File: src/design/tli_pkg.sv
// Shared types and constants of the table linear interpolator.
package tli_pkg;

  localparam int ENTRY_W = 6;
  localparam int VALUE_W = 32;
  localparam int CFG_W   = 7;
  localparam int INDEX_W = 7;
  localparam int WIDTH_W = 33;

  localparam logic [CFG_W-1:0] CFG_RESET = 7'd64;

  localparam logic OP_LOAD  = 1'b0;
  localparam logic OP_QUERY = 1'b1;

  localparam logic [INDEX_W-1:0] MISS_INDEX = 7'h7F;

  // The divider retires one quotient bit per cycle over a 64-bit dividend.
  localparam int DIV_STEPS = 64;

  typedef struct packed {
    logic               wr_en;
    logic               rd_en;
    logic               start_query;
    logic               shift_prev;
    logic               capture;
    logic               mul;
    logic               div_start;
    logic               load_out;
    logic               miss;
    logic [INDEX_W-1:0] seg_index;
  } cmd_t;

  typedef struct packed {
    logic hit;
    logic dw_zero;
    logic div_done;
  } status_t;

  function automatic logic [VALUE_W-1:0] mag33(input logic signed [VALUE_W:0] v);
    logic [VALUE_W:0] n;
    n = -v;
    return v[VALUE_W] ? n[VALUE_W-1:0] : v[VALUE_W-1:0];
  endfunction

endpackage

File: src/design/tli_ctrl.sv
// Controller: configuration register, scan sequencer and output valid.
module tli_ctrl #(
  parameter int TABLE_DEPTH = 64
) (
  input  logic                           clk_i,
  input  logic                           rst_ni,
  input  logic                           cfg_we_i,
  input  logic [tli_pkg::CFG_W-1:0]      cfg_wdata_i,
  input  logic                           in_valid_i,
  input  logic                           in_opcode_i,
  output logic                           in_ready_o,
  output logic                           out_valid_o,
  input  logic                           out_ready_i,
  output tli_pkg::cmd_t                  cmd_o,
  output logic [$clog2(TABLE_DEPTH)-1:0] rd_addr_o,
  input  tli_pkg::status_t               status_i
);

  localparam int AW = $clog2(TABLE_DEPTH);
  localparam int CW = ($clog2(TABLE_DEPTH + 1) > 7) ? $clog2(TABLE_DEPTH + 1) : 7;

  localparam logic [2:0] S_IDLE  = 3'd0;
  localparam logic [2:0] S_PRIME = 3'd1;
  localparam logic [2:0] S_SCAN  = 3'd2;
  localparam logic [2:0] S_MUL   = 3'd3;
  localparam logic [2:0] S_DIV   = 3'd4;
  localparam logic [2:0] S_WAIT  = 3'd5;
  localparam logic [2:0] S_RES   = 3'd6;

  logic [2:0]                state_q, state_d;
  logic [CW-1:0]             idx_q, idx_d;
  logic                      miss_q, miss_d;
  logic                      out_valid_q, out_valid_d;
  logic [tli_pkg::CFG_W-1:0] cfg_q;
  logic [CW-1:0]             count;
  logic [CW-1:0]             idx_nxt;
  logic                      in_acc;
  tli_pkg::cmd_t             cmd;

  assign count   = (int'(cfg_q) > TABLE_DEPTH) ? CW'(TABLE_DEPTH) : CW'(cfg_q);
  assign idx_nxt = idx_q + CW'(1);
  assign in_acc  = in_valid_i && (state_q == S_IDLE);

  always_comb begin
    cmd       = '0;
    rd_addr_o = '0;
    state_d   = state_q;
    idx_d     = idx_q;
    miss_d    = miss_q;
    case (state_q)
      S_IDLE: begin
        if (in_acc) begin
          if (in_opcode_i == tli_pkg::OP_LOAD) begin
            cmd.wr_en = 1'b1;
          end else if (count < CW'(2)) begin
            miss_d  = 1'b1;
            state_d = S_RES;
          end else begin
            cmd.rd_en       = 1'b1;
            cmd.start_query = 1'b1;
            idx_d           = '0;
            state_d         = S_PRIME;
          end
        end
      end
      S_PRIME: begin
        cmd.shift_prev = 1'b1;
        cmd.rd_en      = 1'b1;
        rd_addr_o      = AW'(idx_nxt);
        idx_d          = idx_nxt;
        state_d        = S_SCAN;
      end
      S_SCAN: begin
        if (status_i.hit) begin
          cmd.capture = 1'b1;
          miss_d      = 1'b0;
          state_d     = S_MUL;
        end else if (idx_nxt >= count) begin
          miss_d  = 1'b1;
          state_d = S_RES;
        end else begin
          cmd.shift_prev = 1'b1;
          cmd.rd_en      = 1'b1;
          rd_addr_o      = AW'(idx_nxt);
          idx_d          = idx_nxt;
        end
      end
      S_MUL: begin
        if (status_i.dw_zero) begin
          state_d = S_RES;
        end else begin
          cmd.mul = 1'b1;
          state_d = S_DIV;
        end
      end
      S_DIV: begin
        cmd.div_start = 1'b1;
        state_d       = S_WAIT;
      end
      S_WAIT: begin
        if (status_i.div_done) begin
          state_d = S_RES;
        end
      end
      S_RES: begin
        if (!out_valid_q || out_ready_i) begin
          cmd.load_out = 1'b1;
          state_d      = S_IDLE;
        end
      end
      default: begin
        state_d = S_IDLE;
      end
    endcase
    cmd.miss      = miss_q;
    cmd.seg_index = 7'(idx_q - CW'(1));
  end

  assign out_valid_d = cmd.load_out ? 1'b1 : (out_ready_i ? 1'b0 : out_valid_q);

  always_ff @(posedge clk_i or negedge rst_ni) begin
    if (!rst_ni) begin
      state_q     <= S_IDLE;
      idx_q       <= '0;
      miss_q      <= 1'b0;
      out_valid_q <= 1'b0;
      cfg_q       <= tli_pkg::CFG_RESET;
    end else begin
      state_q     <= state_d;
      idx_q       <= idx_d;
      miss_q      <= miss_d;
      out_valid_q <= out_valid_d;
      if (cfg_we_i) begin
        cfg_q <= cfg_wdata_i;
      end
    end
  end

  assign cmd_o       = cmd;
  assign in_ready_o  = (state_q == S_IDLE);
  assign out_valid_o = out_valid_q;

  a_load_out_slot_free: assert property (@(posedge clk_i) disable iff (!rst_ni)
    cmd.load_out |-> (!out_valid_q || out_ready_i))
    else $error("result loaded over an unaccepted word");

  a_scan_in_range: assert property (@(posedge clk_i) disable iff (!rst_ni)
    (state_q == S_SCAN) |-> (idx_q < count))
    else $error("scan index beyond table entries in use");

  a_no_div_zero: assert property (@(posedge clk_i) disable iff (!rst_ni)
    cmd.div_start |-> !status_i.dw_zero)
    else $error("divider started with zero width");

  a_query_busy: assert property (@(posedge clk_i) disable iff (!rst_ni)
    (in_acc && (in_opcode_i == tli_pkg::OP_QUERY)) |=> !in_ready_o)
    else $error("input still ready after a query was taken");

endmodule

File: config.mk
export PLATFORM = sky130hd
export DESIGN_NAME = tli_ctrl
export DESIGN_NICKNAME = d
export VERILOG_FILES = /design/src/design/tli_pkg.sv /design/src/design/tli_ctrl.sv
export SDC_FILE = /design/constraint.sdc
export NUM_CORES = 1
export LEC_CHECK = 0
export BUFFER_PORTS_ARGS = -buffer_cell sky130_fd_sc_hd__buf_2
export CAP_MARGIN = 30
export CORE_AREA = 5 5 49 68
export DETAILED_ROUTE_END_ITERATION = 8
export DIE_AREA = 0 0 54 73
export PLACE_DENSITY = 0.81
export SETUP_SLACK_MARGIN = 0.05
export SLEW_MARGIN = 30
export SYNTH_ARGS = -nofsm -noshare
export SYNTH_HDL_FRONTEND = slang
export SYNTH_SLANG_ARGS = --single-unit
File: constraint.sdc
create_clock -name clk_i -period 5.6 [get_ports clk_i]
set_input_delay 0.56 -clock clk_i [delete_from_list [all_inputs] [get_ports clk_i]]
set_output_delay 0.56 -clock clk_i [all_outputs]
set_load 0.02 [all_outputs]
==> run_results.csv, run 1 <==
group,metric,value,unit
yosys,ys_ff_latch,19,
hold_path,hold_path_class,"in -> async",
global_routing,busiest_layer,"met2",
yosys,ys_seq_area_share,34.32,%
finish,nets,219,
power_and_ir_drop,power.total,0.9698,mW
sta,maxSlewViolCount,0,
global_routing,grt_max_degree,20,
sta,whs,0.2313,ns
floorplanning,die_h,73,um
sta,setup-tns-final,0,ns
worst_setup_path,rrSetupSlack,2.77,ns
route,drt_iter0_markers,24,
sta,setup_viol,0,
sta,finalHoldViolCount,0,
finish,areaGrowthSynthToFinish,17.21,%
finish,multi_input_area,797.0,sq um
finish,finish.utilization,59.54,%
worst_setup_path,r2r_cells,10,
clock_network,cts.sinks,19,
floorplanning,die_area,3942,sq um
yosys,syn_nets,183,
clock_network,root_buffer,"clkbuf_8",
yosys,netlist_instances,158,
floorplanning,row_count,23,
clock_network,clock_path_buffers,2,
sta,min_period,3.636,ns
worst_setup_path,cp-start-kind,"register",
global_routing,grt_pass1_wl,4.995,mm
job,max-cap-violations,0,
clock_network,hold_buffers,0,
worst_setup_path,startpoint,"idx_q[0]",
global_routing,met2_usage,28.57,%
placement,place_congestion,0.8412,
floorplanning,die_w,54,um
floorplanning,pin_count,40,
finish,ff_latch_area,476.7,sq um
finish,final_area,1628,sq um
clock_network,tritoncts,"built",
clock_network,clk_latency,0.26,ns
global_routing,overflow,0,
worst_setup_path,cp_data_required_time,5.04,ns
global_routing,track_usage,16.86,%
clock_network,ctsHtreeMaxLevel,1,
sta,rsz0062_at_grt,"no",
clock_network,clkTransAtPathRegs,0.07,ns
clock_network,cts_resized,0,
global_routing,grt_antenna_before_repair,0,
sta,post-route-period-util,64.92,%
clock_network,numCtsBuffers,3,
route,drt_pre_antenna_iters,4,
power_and_ir_drop,powerDensity,595.8,nW/um^2
floorplanning,start_util,50.80,%
finish,nFillCells,243,
yosys,synth_area,1389,sq um
worst_setup_path,reg2reg_to,"idx_q[6]",
yosys,syn_avg_cell_area,8.790,sq um
placement,port-buffer-count,39,
global_routing,use_met1,19.51,%
finish,drive_gt1_share,29.53,%
worst_setup_path,timing.rr.start,"idx_q[0]",
worst_setup_path,path_class,"reg -> out",
worst_setup_path,crit_fanout,13,
route,drt_wl_total,2.990,mm
global_routing,grt_util_met3,3.681,%
worst_setup_path,cp-end-kind,"output port",
route,antenna_left,0,
finish,diodes,0,
placement,place_area,1583,sq um
yosys,ys.flop_type,"dfrtp_1",
sta,clock_skew,0.0008772,ns
placement,place_ws,2.269,ns
worst_setup_path,crit_arrival,3.08,ns
yosys,synth-edff-count,0,
power_and_ir_drop,p_leak,0.8532,nW
sta,tightest_slew,0.4833,ns
route,drc,0,
sta,fmax,275.1,MHz
sta,fin_ws,1.964,ns
route,wl_per_cell,13.00,um
clock_network,cts_setup_buffers,0,
yosys,synth_cell_types,40,
route,vias,1234,
sta,slew_headroom,67.78,%
worst_setup_path,endpoint,"rd_addr_o[4]",
outcome,status,"completed",
global_routing,grt_pass1_vias,1172,
route,via_per_inst,5.365,
placement,place_hpwl,2.392,mm
yosys,postSynth.asyncResetShare,100.0,%
floorplanning,coreArea,2734,sq um
yosys,ys_warn_count,0,
power_and_ir_drop,vdd_drop_max,0.2538,mV
finish,final_cells,230,
placement,dp_cells,226,
metal layers:
metal  vias to the layer above  wire length [um]
li1                        610                 -
met1                       582              1166
met2                        34              1604
met3                         8               150
met4                         0                69
met5                         -                 0
Yosys cell counts (all sizes together), types with 2 or more instances:
library cell | number | area share (%)
nand3 | 7 | 2.5
nand4 | 2 | 1.4
o22ai | 7 | 3.2
inv | 18 | 4.9
clkbuf | 4 | 1.2
nor2b | 3 | 1.4
dfrtp | 18 | 32
o21ai | 5 | 2.6
xnor2 | 7 | 4.4
nand2b | 3 | 1.4
xor2 | 4 | 2.5
buf | 4 | 2.3
ha | 9 | 8.1
mux2 | 7 | 5.9
a21oi | 7 | 2.5
nand2 | 14 | 3.8
nor2 | 17 | 4.8
nor3 | 7 | 2.5
how the worst min path moves through the flow:
stage	to	start	cells past startpoint
floorplan	cfg_q[0]	rst_ni	0
global placement	cfg_q[0]	cfg_q[0]	1
detailed placement	cfg_q[0]	cfg_q[0]	1
CTS	idx_q[1]	rst_ni	1
global route	idx_q[4]	rst_ni	1
finish	idx_q[1]	rst_ni	1
sequential cells by signal (all words and copies together), names as in the netlist:
signal       cells
miss_q           1
idx_q            7
out_valid_o      1
state_q          3
cfg_q            7
layout make-up:
type / instances / share of cell area [%]
Tap cell: 37 / 2.844
Timing Repair Buffer: 39 / 11.99
Sequential cell: 19 / 29.29
Clock buffer: 4 / 2.767
Multi-Input combinational cell: 113 / 48.96
Inverter: 18 / 4.151
report_power, final:
group          switching, mW  total, mW  internal [mW]
Sequential            0.0706      0.250          0.179
Clock                 0.0461     0.0967         0.0506
Combinational          0.384      0.624          0.240
critical path: stages, from the launching register on:
cell	delay (ns)
dfrtp_1	0.48
ha_1	0.23
nand3_1	0.12
xnor2_1	0.28
inv_1	0.09
ha_1	0.32
a211o_1	0.27
o211ai_2	0.07
nand4_2	0.19
o22a_1	0.42
nor2_1	0.15
buf_2	0.18
cells in the final DEF, fill, tap and decap left out, drive strengths merged, types with 2 or more instances in the layout:
master,count
a21oi,7
o22ai,7
ha,9
nand2,14
mux2,7
nor2b,3
clkbuf,4
dfrtp,18
nand2b,3
buf,39
nor2,17
nand3,7
xnor2,7
inv,18
nand4,2
nor3,7
xor2,4
o21ai,5
cell families (layout without fill, tap and decap cells):
family	count (synthesis)	count (layout)	share of synthesized area [%]
adder cells (fa/ha/maj)	9	9	8.108
AO/OA/AOI/OAI	28	28	15.59
flip-flops	19	19	34.32
XOR/XNOR	11	11	6.937
multiplexers	8	8	6.666
buffers and inverters	26	61	8.287
AND/OR/NAND/NOR	57	57	20.09
Note: power is estimated with default switching activity, not from simulation.
==> run 2, diff against run 1 <==
--- a/config.mk
+++ b/config.mk
@@ -7,10 +7,10 @@
 export LEC_CHECK = 0
 export BUFFER_PORTS_ARGS = -buffer_cell sky130_fd_sc_hd__buf_2
 export CAP_MARGIN = 30
-export CORE_AREA = 5 5 49 68
+export CORE_AREA = 5 5 51 70
 export DETAILED_ROUTE_END_ITERATION = 8
-export DIE_AREA = 0 0 54 73
-export PLACE_DENSITY = 0.81
+export DIE_AREA = 0 0 56 75
+export PLACE_DENSITY = 0.76
 export SETUP_SLACK_MARGIN = 0.05
 export SLEW_MARGIN = 30
 export SYNTH_ARGS = -nofsm -noshare
==> constraint.sdc (replaced) <==
create_clock -name clk_i -period 3.35 [get_ports clk_i]
set_input_delay 0.335 -clock clk_i [delete_from_list [all_inputs] [get_ports clk_i]]
set_output_delay 0.335 -clock clk_i [all_outputs]
set_load 0.02 [all_outputs]
==> run 2 against run 1 <==
  * Core utilization is 0.65 points lower
  * Routed wire length is 10% higher
  * Cell area is 3.1% higher
  * Critical path type unchanged
  * Largest power group unchanged
==> run_results.csv, run 2 (synthesized netlist as in run 1, its figures left out) <==
group,metric,value,unit
worst_setup_path,cp_cell_sequence,"inv_1 -> nor3_1 -> xnor2_1 -> inv_1 -> ha_1 -> a211o_1 -> o211ai_2 -> nand4_4 -> o22a_4 -> nor2_1 -> buf_2",
placement,place_hpwl,2.605,mm
clock_network,tritoncts,"built",
clock_network,cts.sinks,19,
sta,rsz0062_at_grt,"no",
worst_setup_path,cp_num_buf_inv,3,
floorplanning,die_w,56,um
finish,layout_commonest_cell,"buf_2",
clock_network,numCtsBuffers,3,
power_and_ir_drop,power_frac_comb,65.8,%
hold_path,hold_path_class,"in -> async",
placement,place_congestion,0.8357,
job,max-cap-violations,0,
finish,multi_input_area,822.0,sq um
sta,setup-tns-final,0,ns
global_routing,track_usage,15.91,%
power_and_ir_drop,pwr-share-clk,9.6,%
floorplanning,coreArea,2849,sq um
floorplanning,die_area,4200,sq um
worst_setup_path,startpoint,"idx_q[2]",
worst_setup_path,reg2reg_to,"idx_q[6]",
sta,setup_viol,0,
finish,nets,222,
power_and_ir_drop,powerDensity,1008,nW/um^2
outcome,status,"completed",
worst_setup_path,crit_fanout,13,
worst_setup_path,crit_slowest_cell,"dfrtp_1",
route,drt_iter0_markers,30,
sta,post-route-period-util,93.23,%
global_routing,grt_pass1_vias,1226,
worst_setup_path,cp_data_required_time,3.01,ns
finish,drive_gt1_share,32.65,%
route,wl_per_cell,14.17,um
floorplanning,start_util,48.75,%
sta,tightest_slew,0.5417,ns
clock_network,clock_path_buffers,2,
finish,final_cells,233,
route,drc,0,
clock_network,clk_latency,0.26,ns
sta,min_period,3.123,ns
worst_setup_path,crit_top_cell,"inv_1",
sta,maxSlewViolCount,0,
finish,final_cell_mix,"buf_2, inv_1, dfrtp_1",
worst_setup_path,slowest_delay,0.46,ns
placement,dp_cells,227,
clock_network,clkTransAtPathRegs,0.07,ns
placement,port-buffer-count,39,
finish,areaGrowthSynthToFinish,20.81,%
route,drt_wl_total,3.302,mm
finish,ff_latch_area,478.0,sq um
power_and_ir_drop,seqPwrFrac,24.6,%
floorplanning,pin_count,40,
worst_setup_path,rrSetupSlack,0.70,ns
route,vias,1247,
power_and_ir_drop,vdd_drop_max,0.4402,mV
worst_setup_path,endpoint,"rd_addr_o[3]",
route,drt_pre_antenna_iters,4,
clock_network,hold_buffers,0,
global_routing,grt_antenna_before_repair,0,
sta,slew_headroom,63.89,%
sta,finalHoldViolCount,0,
worst_setup_path,path_depth,11,
finish,diodes,0,
power_and_ir_drop,p_switching,0.8707,mW
power_and_ir_drop,switching_share,51.47,%
worst_setup_path,r2r_cells,10,
global_routing,grt_max_degree,20,
clock_network,root_buffer,"clkbuf_8",
power_and_ir_drop,p_int,0.8209,mW
worst_setup_path,cp-start-kind,"register",
global_routing,overflow,0,
worst_setup_path,cp-end-kind,"output port",
worst_setup_path,crit_family,"compound AO/OA/AOI/OAI gates",
clock_network,ctsHtreeMaxLevel,1,
worst_setup_path,crit_arrival,2.79,ns
finish,largestRegisters,"cfg_q x7, idx_q x7, state_q x3",
power_and_ir_drop,p_leak,0.8731,nW
worst_setup_path,path_class,"reg -> out",
floorplanning,row_count,23,
sta,clock_skew,0.002538,ns
floorplanning,die_h,75,um
route,antenna_left,0,
sta,fmax,320.2,MHz
global_routing,grt_pass1_wl,5.375,mm
route,via_per_inst,5.352,
worst_setup_path,timing.rr.start,"idx_q[2]",
finish,nFillCells,270,
[run 2: worst min-delay path by stage]
stage	from	end	slack, ns
6_report	rst_ni	idx_q[2]	0.01
5_1_grt	rst_ni	idx_q[2]	0.04
4_1_cts	rst_ni	idx_q[2]	0.02
3_5_place_dp	rst_ni	idx_q[2]	0.30
3_3_place_gp	rst_ni	idx_q[2]	0.30
2_1_floorplan	rst_ni	cfg_q[0]	0.04
[run 2: power groups by stage]
stage	logic [mW]	registers [mW]	clock network [mW]
after floorplan	0.854	0.361	0
after global placement	1.04	0.414	0
after detailed placement	1.07	0.421	0
after CTS	1.07	0.416	0.166
after global routing	1.22	0.433	0.178
final	1.11	0.416	0.163
[run 2: per-stage QoR]
step	total power, mW	util, %	worst slack [ns]	hold WS (ns)	instance area (sq um)
final	1.692	58.89	0.2267	0.01400	1678
after global routing	1.833	58.89	0.06286	0.04399	1678
after CTS	1.655	57.53	0.1041	0.02274	1639
after detailed placement	1.487	55.82	0.2614	0.3005	1590
after global placement	1.453	55.82	0.3575	0.2966	1590
after floorplan	1.214	-	0.4629	0.03941	1389
[run 2: routing by layer]
metal	up-vias	GRT usage [%]	wire, um
met1	584	16.95	1294
met2	39	31.73	1790
met4	0	4.485	30
li1	620	-	-
met3	4	3.087	186
met5	-	0	0
[run 2: timing repair]
item,in CTS,in global routing
cloned,0,0
setup endpoints to repair,7,8
gates resized for setup,2,3
setup buffers,0,2
pin swaps,0,1
[run 2: area by class of cell]
| cell class | count | share of cell area [%] |
|---|---|---|
| Multi-Input combinational cell | 113 | 48.99 |
| Sequential cell | 19 | 28.49 |
| Timing Repair Buffer | 42 | 12.98 |
| Inverter | 18 | 4.027 |
| Tap cell | 37 | 2.759 |
| Clock buffer | 3 | 2.461 |
| Clock inverter | 1 | 0.2983 |
